### src/rtl/serial_command_decoder_core_defines.svh
// assertion macros used by the serial command decoder rtl
`ifndef SERIAL_COMMAND_DECODER_CORE_DEFINES_SVH
`define SERIAL_COMMAND_DECODER_CORE_DEFINES_SVH

`ifndef SYNTHESIS

// property checked on every clock edge outside reset
`define SCD_ASSERT(lbl, clk, rstn, prop) \
    lbl: assert property (@(posedge clk) disable iff (!(rstn)) prop) \
        else $error("serial command decoder check failed");

// implication with the consequent in the next cycle
`define SCD_ASSERT_NEXT(lbl, clk, rstn, ante, cons) \
    lbl: assert property (@(posedge clk) disable iff (!(rstn)) (ante) |=> (cons)) \
        else $error("serial command decoder sequencing check failed");

`else

`define SCD_ASSERT(lbl, clk, rstn, prop)
`define SCD_ASSERT_NEXT(lbl, clk, rstn, ante, cons)

`endif

`endif

### src/rtl/scd_pkg.sv
// types, codes and the segment table of the serial command decoder
`timescale 1ns / 1ps

package scd_pkg;

    // grammar positions
    localparam logic [3:0] ST_IDLE  = 4'd0;
    localparam logic [3:0] ST_L     = 4'd1;
    localparam logic [3:0] ST_LS    = 4'd2;
    localparam logic [3:0] ST_LC    = 4'd3;
    localparam logic [3:0] ST_S     = 4'd4;
    localparam logic [3:0] ST_D     = 4'd5;
    localparam logic [3:0] ST_DN    = 4'd6;
    localparam logic [3:0] ST_LCD   = 4'd7;
    localparam logic [3:0] ST_LCDO  = 4'd8;
    localparam logic [3:0] ST_LCDOF = 4'd9;

    // response codes
    localparam logic [1:0] RESP_NONE = 2'd0;
    localparam logic [1:0] RESP_ACK  = 2'd1;
    localparam logic [1:0] RESP_ERR  = 2'd2;

    // ascii characters of the grammar
    localparam logic [7:0] CHR_C     = 8'h43;
    localparam logic [7:0] CHR_D     = 8'h44;
    localparam logic [7:0] CHR_F     = 8'h46;
    localparam logic [7:0] CHR_L     = 8'h4C;
    localparam logic [7:0] CHR_N     = 8'h4E;
    localparam logic [7:0] CHR_O     = 8'h4F;
    localparam logic [7:0] CHR_S     = 8'h53;
    localparam logic [7:0] CHR_0     = 8'h30;
    localparam logic [7:0] CHR_1     = 8'h31;
    localparam logic [7:0] CHR_3     = 8'h33;
    localparam logic [7:0] CHR_4     = 8'h34;
    localparam logic [7:0] CHR_9     = 8'h39;

    typedef struct packed {
        logic [3:0] parse_state;
        logic [1:0] chosen_display;
        logic       led_level;
        logic [3:0] enables_held;
        logic [6:0] pattern_held;
        logic       lcd_flag;
    } scd_state_t;

    // segments a..g in bits 0..6
    function automatic logic [6:0] seg_pattern(input logic [3:0] digit);
        logic [6:0] pat;
        case (digit)
            4'd0:    pat = 7'b0111111;
            4'd1:    pat = 7'b0000110;
            4'd2:    pat = 7'b1011011;
            4'd3:    pat = 7'b1001111;
            4'd4:    pat = 7'b1100110;
            4'd5:    pat = 7'b1101101;
            4'd6:    pat = 7'b1111101;
            4'd7:    pat = 7'b0100111;
            4'd8:    pat = 7'b1111111;
            4'd9:    pat = 7'b1101111;
            default: pat = 7'b0000000;
        endcase
        return pat;
    endfunction

endpackage

### src/rtl/serial_command_decoder_core.sv
// top level of the serial command decoder: state register and result register
`timescale 1ns / 1ps
`include "serial_command_decoder_core_defines.svh"

// Serial command decoder. Each received character is one input transfer and
// produces exactly one result transfer carrying the response code (none yet,
// acknowledge or error) and the current LED, display and LCD outputs. The
// grammar state and the held outputs update in the cycle a character is
// taken; the result appears on the m_ side in the next cycle. One character
// per cycle is sustained: s_ready stays high while the single result register
// is empty or its content is being taken in the same cycle, so the only limit
// is that result register waiting on m_ready.
module serial_command_decoder_core (
    input  logic       aclk,
    input  logic       aresetn,
    input  logic       s_valid,
    output logic       s_ready,
    input  logic [7:0] s_rx_char,
    output logic       m_valid,
    input  logic       m_ready,
    output logic [1:0] m_response,
    output logic       m_led_on,
    output logic [3:0] m_digit_enable,
    output logic [6:0] m_segments,
    output logic       m_lcd_on
);

    scd_pkg::scd_state_t state_reg;
    scd_pkg::scd_state_t state_next;
    logic [1:0]          resp_next;
    logic                in_xfer;

    logic       m_valid_reg;
    logic [1:0] response_reg;
    logic       led_on_reg;
    logic [3:0] digit_enable_reg;
    logic [6:0] segments_reg;
    logic       lcd_on_reg;

    assign s_ready = !m_valid_reg || m_ready;
    assign in_xfer = s_valid && s_ready;

    scd_parser u_parser (
        .cur_state (state_reg),
        .rx_char   (s_rx_char),
        .nxt_state (state_next),
        .response  (resp_next)
    );

    always_ff @(posedge aclk) begin
        if (!aresetn) begin
            state_reg.parse_state    <= scd_pkg::ST_IDLE;
            state_reg.chosen_display <= 2'd0;
            state_reg.led_level      <= 1'b0;
            state_reg.enables_held   <= 4'd0;
            state_reg.pattern_held   <= 7'd0;
            state_reg.lcd_flag       <= 1'b1;
            m_valid_reg              <= 1'b0;
        end else begin
            if (in_xfer) begin
                state_reg   <= state_next;
                m_valid_reg <= 1'b1;
            end else if (m_ready) begin
                m_valid_reg <= 1'b0;
            end
        end
    end

    // result payload, loaded with each accepted character
    always_ff @(posedge aclk) begin
        if (in_xfer) begin
            response_reg     <= resp_next;
            led_on_reg       <= state_next.led_level;
            digit_enable_reg <= state_next.enables_held;
            segments_reg     <= state_next.pattern_held;
            lcd_on_reg       <= state_next.lcd_flag;
        end
    end

    assign m_valid        = m_valid_reg;
    assign m_response     = response_reg;
    assign m_led_on       = led_on_reg;
    assign m_digit_enable = digit_enable_reg;
    assign m_segments     = segments_reg;
    assign m_lcd_on       = lcd_on_reg;

    `SCD_ASSERT(a_enable_onehot, aclk, aresetn, m_valid_reg |-> $onehot0(m_digit_enable))
    `SCD_ASSERT(a_blank_together, aclk, aresetn,
        m_valid_reg |-> ((m_digit_enable == 4'd0) == (m_segments == 7'd0)))
    `SCD_ASSERT(a_resp_code, aclk, aresetn, m_valid_reg |-> (m_response != 2'd3))
    `SCD_ASSERT_NEXT(a_err_to_idle, aclk, aresetn,
        in_xfer && (resp_next == scd_pkg::RESP_ERR),
        state_reg.parse_state == scd_pkg::ST_IDLE)
    `SCD_ASSERT_NEXT(a_ack_to_idle, aclk, aresetn,
        in_xfer && (resp_next == scd_pkg::RESP_ACK),
        (state_reg.parse_state == scd_pkg::ST_IDLE) && (m_response == scd_pkg::RESP_ACK))

endmodule

### src/rtl/scd_parser.sv
// next-state and response logic of the command grammar
`timescale 1ns / 1ps

module scd_parser (
    input  scd_pkg::scd_state_t cur_state,
    input  logic [7:0]          rx_char,
    output scd_pkg::scd_state_t nxt_state,
    output logic [1:0]          response
);

    logic [1:0] disp_off;
    logic [3:0] digit_off;
    logic       is_disp;
    logic       is_digit;

    assign disp_off  = 2'(rx_char - scd_pkg::CHR_1);
    assign digit_off = 4'(rx_char - scd_pkg::CHR_0);
    assign is_disp   = (rx_char >= scd_pkg::CHR_1) && (rx_char <= scd_pkg::CHR_4);
    assign is_digit  = (rx_char >= scd_pkg::CHR_0) && (rx_char <= scd_pkg::CHR_9);

    always_comb begin
        nxt_state             = cur_state;
        nxt_state.parse_state = scd_pkg::ST_IDLE;
        response              = scd_pkg::RESP_ERR;
        case (cur_state.parse_state)
            scd_pkg::ST_L: begin
                if (rx_char == scd_pkg::CHR_S) begin
                    nxt_state.parse_state = scd_pkg::ST_LS;
                    response              = scd_pkg::RESP_NONE;
                end else if (rx_char == scd_pkg::CHR_C) begin
                    nxt_state.parse_state = scd_pkg::ST_LC;
                    response              = scd_pkg::RESP_NONE;
                end
            end
            scd_pkg::ST_LS: begin
                if (rx_char == scd_pkg::CHR_4) begin
                    nxt_state.led_level = 1'b1;
                    response            = scd_pkg::RESP_ACK;
                end
            end
            scd_pkg::ST_LC: begin
                // "LC" is shared by the led command and the lcd commands
                if (rx_char == scd_pkg::CHR_4) begin
                    nxt_state.led_level = 1'b0;
                    response            = scd_pkg::RESP_ACK;
                end else if (rx_char == scd_pkg::CHR_D) begin
                    nxt_state.parse_state = scd_pkg::ST_LCD;
                    response              = scd_pkg::RESP_NONE;
                end
            end
            scd_pkg::ST_S: begin
                if (rx_char == scd_pkg::CHR_3) begin
                    response = scd_pkg::RESP_ACK;
                end
            end
            scd_pkg::ST_D: begin
                if (is_disp) begin
                    nxt_state.chosen_display = disp_off;
                    nxt_state.parse_state    = scd_pkg::ST_DN;
                    response                 = scd_pkg::RESP_NONE;
                end
            end
            scd_pkg::ST_DN: begin
                if (rx_char == scd_pkg::CHR_C) begin
                    nxt_state.enables_held = 4'd0;
                    nxt_state.pattern_held = 7'd0;
                    response               = scd_pkg::RESP_ACK;
                end else if (is_digit) begin
                    nxt_state.enables_held = 4'd1 << cur_state.chosen_display;
                    nxt_state.pattern_held = scd_pkg::seg_pattern(digit_off);
                    response               = scd_pkg::RESP_ACK;
                end
            end
            scd_pkg::ST_LCD: begin
                if (rx_char == scd_pkg::CHR_O) begin
                    nxt_state.parse_state = scd_pkg::ST_LCDO;
                    response              = scd_pkg::RESP_NONE;
                end
            end
            scd_pkg::ST_LCDO: begin
                if (rx_char == scd_pkg::CHR_N) begin
                    nxt_state.lcd_flag = 1'b1;
                    response           = scd_pkg::RESP_ACK;
                end else if (rx_char == scd_pkg::CHR_F) begin
                    nxt_state.parse_state = scd_pkg::ST_LCDOF;
                    response              = scd_pkg::RESP_NONE;
                end
            end
            scd_pkg::ST_LCDOF: begin
                if (rx_char == scd_pkg::CHR_F) begin
                    nxt_state.lcd_flag = 1'b0;
                    response           = scd_pkg::RESP_ACK;
                end
            end
            default: begin
                // idle, and any unused code behaves as idle
                if (rx_char == scd_pkg::CHR_L) begin
                    nxt_state.parse_state = scd_pkg::ST_L;
                    response              = scd_pkg::RESP_NONE;
                end else if (rx_char == scd_pkg::CHR_S) begin
                    nxt_state.parse_state = scd_pkg::ST_S;
                    response              = scd_pkg::RESP_NONE;
                end else if (rx_char == scd_pkg::CHR_D) begin
                    nxt_state.parse_state = scd_pkg::ST_D;
                    response              = scd_pkg::RESP_NONE;
                end
            end
        endcase
    end

endmodule
### config.mk
export PLATFORM = sky130hd
export DESIGN_NAME = serial_command_decoder_core
export DESIGN_NICKNAME = d
export VERILOG_FILES = /design/src/rtl/scd_pkg.sv /design/src/rtl/serial_command_decoder_core.sv /design/src/rtl/scd_parser.sv
export VERILOG_INCLUDE_DIRS = /design/src /design/src/rtl
export SDC_FILE = /design/constraint.sdc
export NUM_CORES = 1
export LEC_CHECK = 0
export ABC_AREA = 1
export BUFFER_PORTS_ARGS = -buffer_cell sky130_fd_sc_hd__buf_4
export CORE_MARGIN = 8
export CORE_UTILIZATION = 39
export CTS_BUF_LIST = sky130_fd_sc_hd__clkbuf_2
export DETAILED_ROUTE_END_ITERATION = 10
export HOLD_SLACK_MARGIN = 0.08
export PLACE_DENSITY_LB_ADDON = 0.12
export SLEW_MARGIN = 5
export SYNTH_ARGS = -nofsm -noshare
export SYNTH_HDL_FRONTEND = slang
export SYNTH_SLANG_ARGS = --single-unit
### constraint.sdc
create_clock -name aclk -period 4.4 [get_ports aclk]
set_input_delay 1.32 -clock aclk [delete_from_list [all_inputs] [get_ports aclk]]
set_output_delay 1.32 -clock aclk [all_outputs]
set_load 0.005 [all_outputs]
==> results.txt, run 1 <==
Synth Instances -> 331
Crit path buf inv count -> 3
Share of cells above drive strength 1 -> 0.155
ANT cells -> 0
Inserted Clock Buffers -> 5
CP Launch Type -> input pin
Tmin final -> 2990 ps
Final wirelength -> 5220 um
Status -> completed
Sw Pwr -> 0.194 mW
Sum of negative setup slack -> 0 ps
Top-count cell post-synth -> nand2_1
Worst-Skew Late Latency -> 410 ps
Hold Path Class -> flop to flop
Global-route wire length before repair -> 8890 um
Worst R2R Start -> m_valid
Clock skew -> 45.9 ps
Reg2reg setup slack -> 2440 ps
Total Nets Final -> 379
Max cap viols -> 0
Die Y -> 91.7 um
Total grt overflow -> 0
Hold Buf Count CTS -> 0
Most instantiated cells after synthesis -> 107 x nand2_1, 47 x inv_1, 34 x nor2_1, 32 x nand3_1, 20 x dfxtp_1
Port-buffer cells -> 28
Num Clock Sinks -> 35
Leakage Power -> 1.29 nW
Int Power -> 0.442 mW
Sequential share of the synthesized area -> 0.381
RSZ-0062 raised after global routing -> no
Hold_ws -> 494 ps
Top cell type's share of synthesized area -> 0.201
DRC -> 0
Async set-reset flop share out of synthesis -> 0
Synth Flop Type -> dfxtp_1
CP Max Fanout -> 3
Synth Net Count -> 350
Routed Antenna Nets -> 0
Setup violators final -> 0
GRT Total Usage -> 0.128
Gate power share -> 0.181
Max Root-Sink Buffers -> 2
Synth area leaders -> edfxtp_1 20%, nand2_1 18%, dfxtp_1 18%, inv_1 7.9%, nand3_1 7.2%
Post-DR wirelength/cell -> 12.1 um
Boundary Pins -> 29
Critical path type -> input pin to output port
Worst-margin pin slew -> 740 ps
Clock transition at the registers of the reported paths -> 170 ps
Fin. max-slew vios -> 0
CP most frequent cell -> buf_4
Ratio of final minimum period to clock period -> 0.680
Hold Vio Cnt, Final -> 0
Clock Power Share -> 0.239
Sequential Power Share -> 0.581
Yosys reg bits -> 35
Critical Path Sink Type -> output port
Hpwl dp -> 3920 um
Largest net degree at the start of global routing -> 41
Area Growth Syn to Fin -> 13.4%
Initial Util -> 0.406
Cell family with the largest share of critical-path delay -> buffers and inverters
CTS tree -> yes
Fmax -> 334 MHz
Worst path cell trace -> buf_4, inv_1, nand2_1, buf_4
Initial antenna violation count -> 0
Required time worst endpoint -> 3080 ps
Post-CTS repair timing setup buffer count -> 0
Power per cell area -> 251 mW/mm2
Post-synth cell types -> 28
Worst VDD drop -> 0.134 mV
Root Driver -> clkbuf_2
Synth Cell Area -> 0.00224 mm2
Cell depth of the worst setup path -> 4
Area leader, netlist -> edfxtp_1
DR vias/cell -> 4.81
Worst hold path endpoint -> state_reg[14]
WP data arrival -> 1670 ps
Final Wtd Congestion -> 0.936
Max reg flops -> 19
Vias in the first global route -> 1,892
RR Endpoint -> state_reg[16]
Syn Area/Cell -> 6.75 um2
Hold_sp -> state_reg[14]
Die area -> 0.00841 mm2
Synth warn -> 0
H-tree depth -> 2
Core area -> 0.00551 mm2
EDFF count, synth -> 15
Rows -> 27
Vias -> 2,081
Switch share -> 0.305
Reg2Reg Depth -> 7
Die width -> 91.7 um
Slowest cell on crit path -> buf_4
DR pass1 iterations -> 4
CP max stage delay -> 140 ps
Initial drt markers -> 178
Max-slew headroom -> 0.506
Resize count post-CTS -> 0
Hold Path Depth -> 2
cell families (layout without fill, tap and decap cells):
| family | count (synthesis) | count (layout) | synth area share |
|---|---|---|---|
| AOI/OAI and AO/OA | 29 | 29 | 0.0666 |
| adders and majority gates | 7 | 7 | 0.0392 |
| buffers and inverters | 61 | 91 | 0.110 |
| DFF | 35 | 35 | 0.381 |
| and+or+nand+nor | 199 | 199 | 0.403 |
layout make-up:
class,instances,area (um2)
clock buffer,5,25.0
clock inverter,3,15.0
fill,586,2970
inverter,55,206
multi-input combinational,235,1140
sequential,35,851
tap,72,90.1
timing repair buffer,28,210
tightest hold or removal path: cells and delay by family, from the launching register on:
kind	cells	cell delay, ps
compound gates	1	50
flops	1	360
simple gates	1	60
layout by cell type, fill, tap and decap left out, types with 2 or more instances in the layout:
master | netlist | routed
edfxtp_1 | 15 | 15
dfxtp_1 | 20 | 20
a21oi_1 | 15 | 15
nor2_4 | 5 | 5
nand4_1 | 6 | 6
buf_4 | 0 | 28
clkinv_1 | 1 | 3
ha_1 | 7 | 7
nor3_1 | 2 | 2
inv_2 | 7 | 7
nor2_2 | 2 | 2
nand2_2 | 4 | 4
o21ai_1 | 4 | 4
nor2_1 | 34 | 34
o21ai_0 | 8 | 8
nand3b_1 | 2 | 2
inv_1 | 47 | 47
nand3_1 | 32 | 32
nand2_1 | 107 | 107
clkbuf_2 | 0 | 5
power by group through the flow:
| stage | Sequential (mW) | Clock (mW) | Combinational [mW] |
|---|---|---|---|
| 3_3_place_gp | 0.376 | 0 | 0.114 |
| 4_1_cts | 0.370 | 0.157 | 0.116 |
| 6_report | 0.370 | 0.152 | 0.115 |
| 3_5_place_dp | 0.377 | 0 | 0.116 |
| 5_1_grt | 0.372 | 0.169 | 0.132 |
| 2_1_floorplan | 0.377 | 0 | 0.0733 |
metrics by stage:
step	util	std cells	setup WS (ps)	total power, mW	instance area (um2)
2_1_floorplan	-	331	1660	0.450	2240
3_3_place_gp	0.453	425	1410	0.491	2500
3_5_place_dp	0.453	425	1360	0.492	2500
4_1_cts	0.461	433	1400	0.642	2540
5_1_grt	0.461	433	1370	0.673	2540
6_report	0.461	433	1410	0.637	2540
metal layers:
layer	GRT usage	share of wire	up-vias
met1	0.171	0.49	943
met2	0.190	0.44	39
met4	0.0456	0.013	0
li1	-	-	1093
met5	0	0	-
met3	0.0383	0.056	6
how the worst max path moves through the flow:
stage / startpoint / to
after floorplan: m_ready / s_ready
after global placement: m_ready / s_ready
final: m_ready / s_ready
after global routing: m_ready / s_ready
after CTS: m_ready / s_ready
after detailed placement: m_ready / state_reg[16]
No activity file was read; power rests on OpenSTA's default activity.
==> run 2: changes to the inputs <==
==> constraint.sdc (replaced) <==
create_clock -name aclk -period 2.9 [get_ports aclk]
set_input_delay 0.87 -clock aclk [delete_from_list [all_inputs] [get_ports aclk]]
set_output_delay 0.87 -clock aclk [all_outputs]
set_load 0.005 [all_outputs]
==> results.txt, run 2 (same netlist as run 1, synthesis figures left out) <==
CTS tree -> yes
Core area -> 0.00551 mm2 (unchanged)
Final setup margin -> 812 ps (-594 ps)
Setup violators final -> 0 (unchanged)
Hold Path Depth -> 2 (unchanged)
Fill count -> 585 (-0.17%)
Pre-CTS setup slack -> 494 ps (-870 ps)
Num Clock Sinks -> 35 (unchanged)
Clock Power Share -> 0.242 (+0.003)
Hold Buf Count CTS -> 0 (unchanged)
Largest net degree at the start of global routing -> 29 (-29%)
Total Nets Final -> 382 (+0.79%)
DRC -> 0 (unchanged)
Max reg flops -> 19 (unchanged)
Fin. max-slew vios -> 0 (unchanged)
Global-route wire length before repair -> 9230 um (+3.8%)
Fmax -> 479 MHz
Total power -> 0.976 mW (+53%)
Initial antenna violation count -> 0 (unchanged)
Rows -> 27 (unchanged)
Routed Antenna Nets -> 0 (unchanged)
Die area -> 0.00841 mm2 (unchanged)
Ratio of final minimum period to clock period -> 0.720
Boundary Pins -> 29 (unchanged)
Hold Path Class -> flop to flop
GRT Total Usage -> 0.133 (+0.00454)
Area Growth Syn to Fin -> 14.5%
Required time worst endpoint -> 2030 ps (-1050 ps)
Final wirelength -> 5320 um (+1.9%)
Initial Util -> 0.406 (unchanged)
Post-CTS repair timing setup buffer count -> 0 (unchanged)
Switch share -> 0.301 (-0.00446)
Max cap viols -> 0 (unchanged)
Sw Pwr -> 0.294 mW (+51%)
Die width -> 91.7 um (unchanged)
Final Wtd Congestion -> 0.867 (-7.4%)
Root Driver -> clkbuf_2
Worst-Skew Late Latency -> 390 ps (-20 ps)
CP max stage delay -> 140 ps (about the same)
RSZ-0062 raised after global routing -> no
Clock skew -> 6.98 ps (-38.9 ps)
H-tree depth -> 2 (unchanged)
Commonest non-fill, non-tap cell in the layout -> nand2_1
Status -> completed
Vias in the first global route -> 1,967 (+4.0%)
Int Power -> 0.682 mW (+54%)
Hpwl dp -> 4080 um (+4.1%)
Share of cells above drive strength 1 -> 0.168 (+0.0125)
Inserted Clock Buffers -> 5 (unchanged)
Critical Path Sink Type -> output port
Clock transition at the registers of the reported paths -> 190 ps (+20 ps)
Resize count post-CTS -> 0 (unchanged)
CP most frequent cell -> buf_4
Slowest cell on crit path -> buf_4
Critical path type -> input pin to output port
ANT cells -> 0 (unchanged)
Tmin final -> 2090 ps
Gate power share -> 0.184 (+0.003)
Post-DR wirelength/cell -> 12.2 um (+1.2%)
DR vias/cell -> 4.70 (-2.2%)
Vias -> 2,049 (-1.5%)
Hold Vio Cnt, Final -> 0 (unchanged)
Leakage Power -> 1.31 nW (+1.5%)
Sequential Area -> 851 um2 (unchanged)
Total grt overflow -> 0 (unchanged)
Initial drt markers -> 110 (-38%)
Max Root-Sink Buffers -> 2 (unchanged)
Die Y -> 91.7 um (unchanged)
Reg2Reg Depth -> 8 (+1)
CP Max Fanout -> 3 (unchanged)
Area of the multi-input gates -> 0.00114 mm2 (unchanged)
Sequential Power Share -> 0.574 (-0.007)
WP data arrival -> 1220 ps (-450 ps)
Sum of negative setup slack -> 0 ps (unchanged)
CP Launch Type -> input pin
Port-buffer cells -> 28 (unchanged)
Worst-margin pin slew -> 598 ps (-142 ps)
Power per cell area -> 381 mW/mm2 (+52%)
Max-slew headroom -> 0.599 (+0.0926)
Most frequent cells in the layout -> 107 x nand2_1, 47 x inv_1, 34 x nor2_1
Worst path cell trace -> buf_4, inv_1, nand2_1, buf_4
DR pass1 iterations -> 4 (unchanged)
Worst VDD drop -> 0.201 mV (+50%)
## run 2: final cells by class
type / instances / area share
well taps: 72 / 0.0352
multi-input cells: 235 / 0.445
flip-flops and latches: 35 / 0.332
inverters: 55 / 0.0806
repair buffers: 31 / 0.0909
clock inverters: 2 / 0.00489
clock buffers: 6 / 0.0117
## run 2: worst paths after layout
check / start / end / slack (ps)
hold / removal: state_reg[14] / state_reg[14] / 490
hold reg to reg: state_reg[14] / state_reg[14] / 490
setup reg to reg: state_reg[16] / state_reg[7] / 1350
setup / recovery: m_ready / s_ready / 810
## run 2: stage by stage
stage / hold slack [ps] / util / instances / instance area, um2
finish: 493 / 0.465 / 436 / 2560
global route: 521 / 0.465 / 436 / 2560
CTS: 495 / 0.465 / 436 / 2560
detailed placement: 461 / 0.457 / 428 / 2520
global placement: 461 / 0.457 / 428 / 2520
floorplan: 441 / - / 331 / 2240
## run 2: critical path, delay by kind of cell
family,cells,cell delay (ps)
simple gates,1,60
buf+inv,3,280
## run 2: power by group through the flow
stage	combinational, mW	sequential [mW]	clock, mW
floorplan	0.111	0.572	0
global placement	0.180	0.572	0
detailed placement	0.180	0.571	0
CTS	0.181	0.561	0.246
global route	0.205	0.565	0.265
finish	0.179	0.561	0.236
## run 2: layer usage
layer  part of all wire  GRT usage
met5                  0          0
met4              0.013     0.0443
met3              0.040     0.0359
met2               0.43      0.209
met1               0.52      0.171
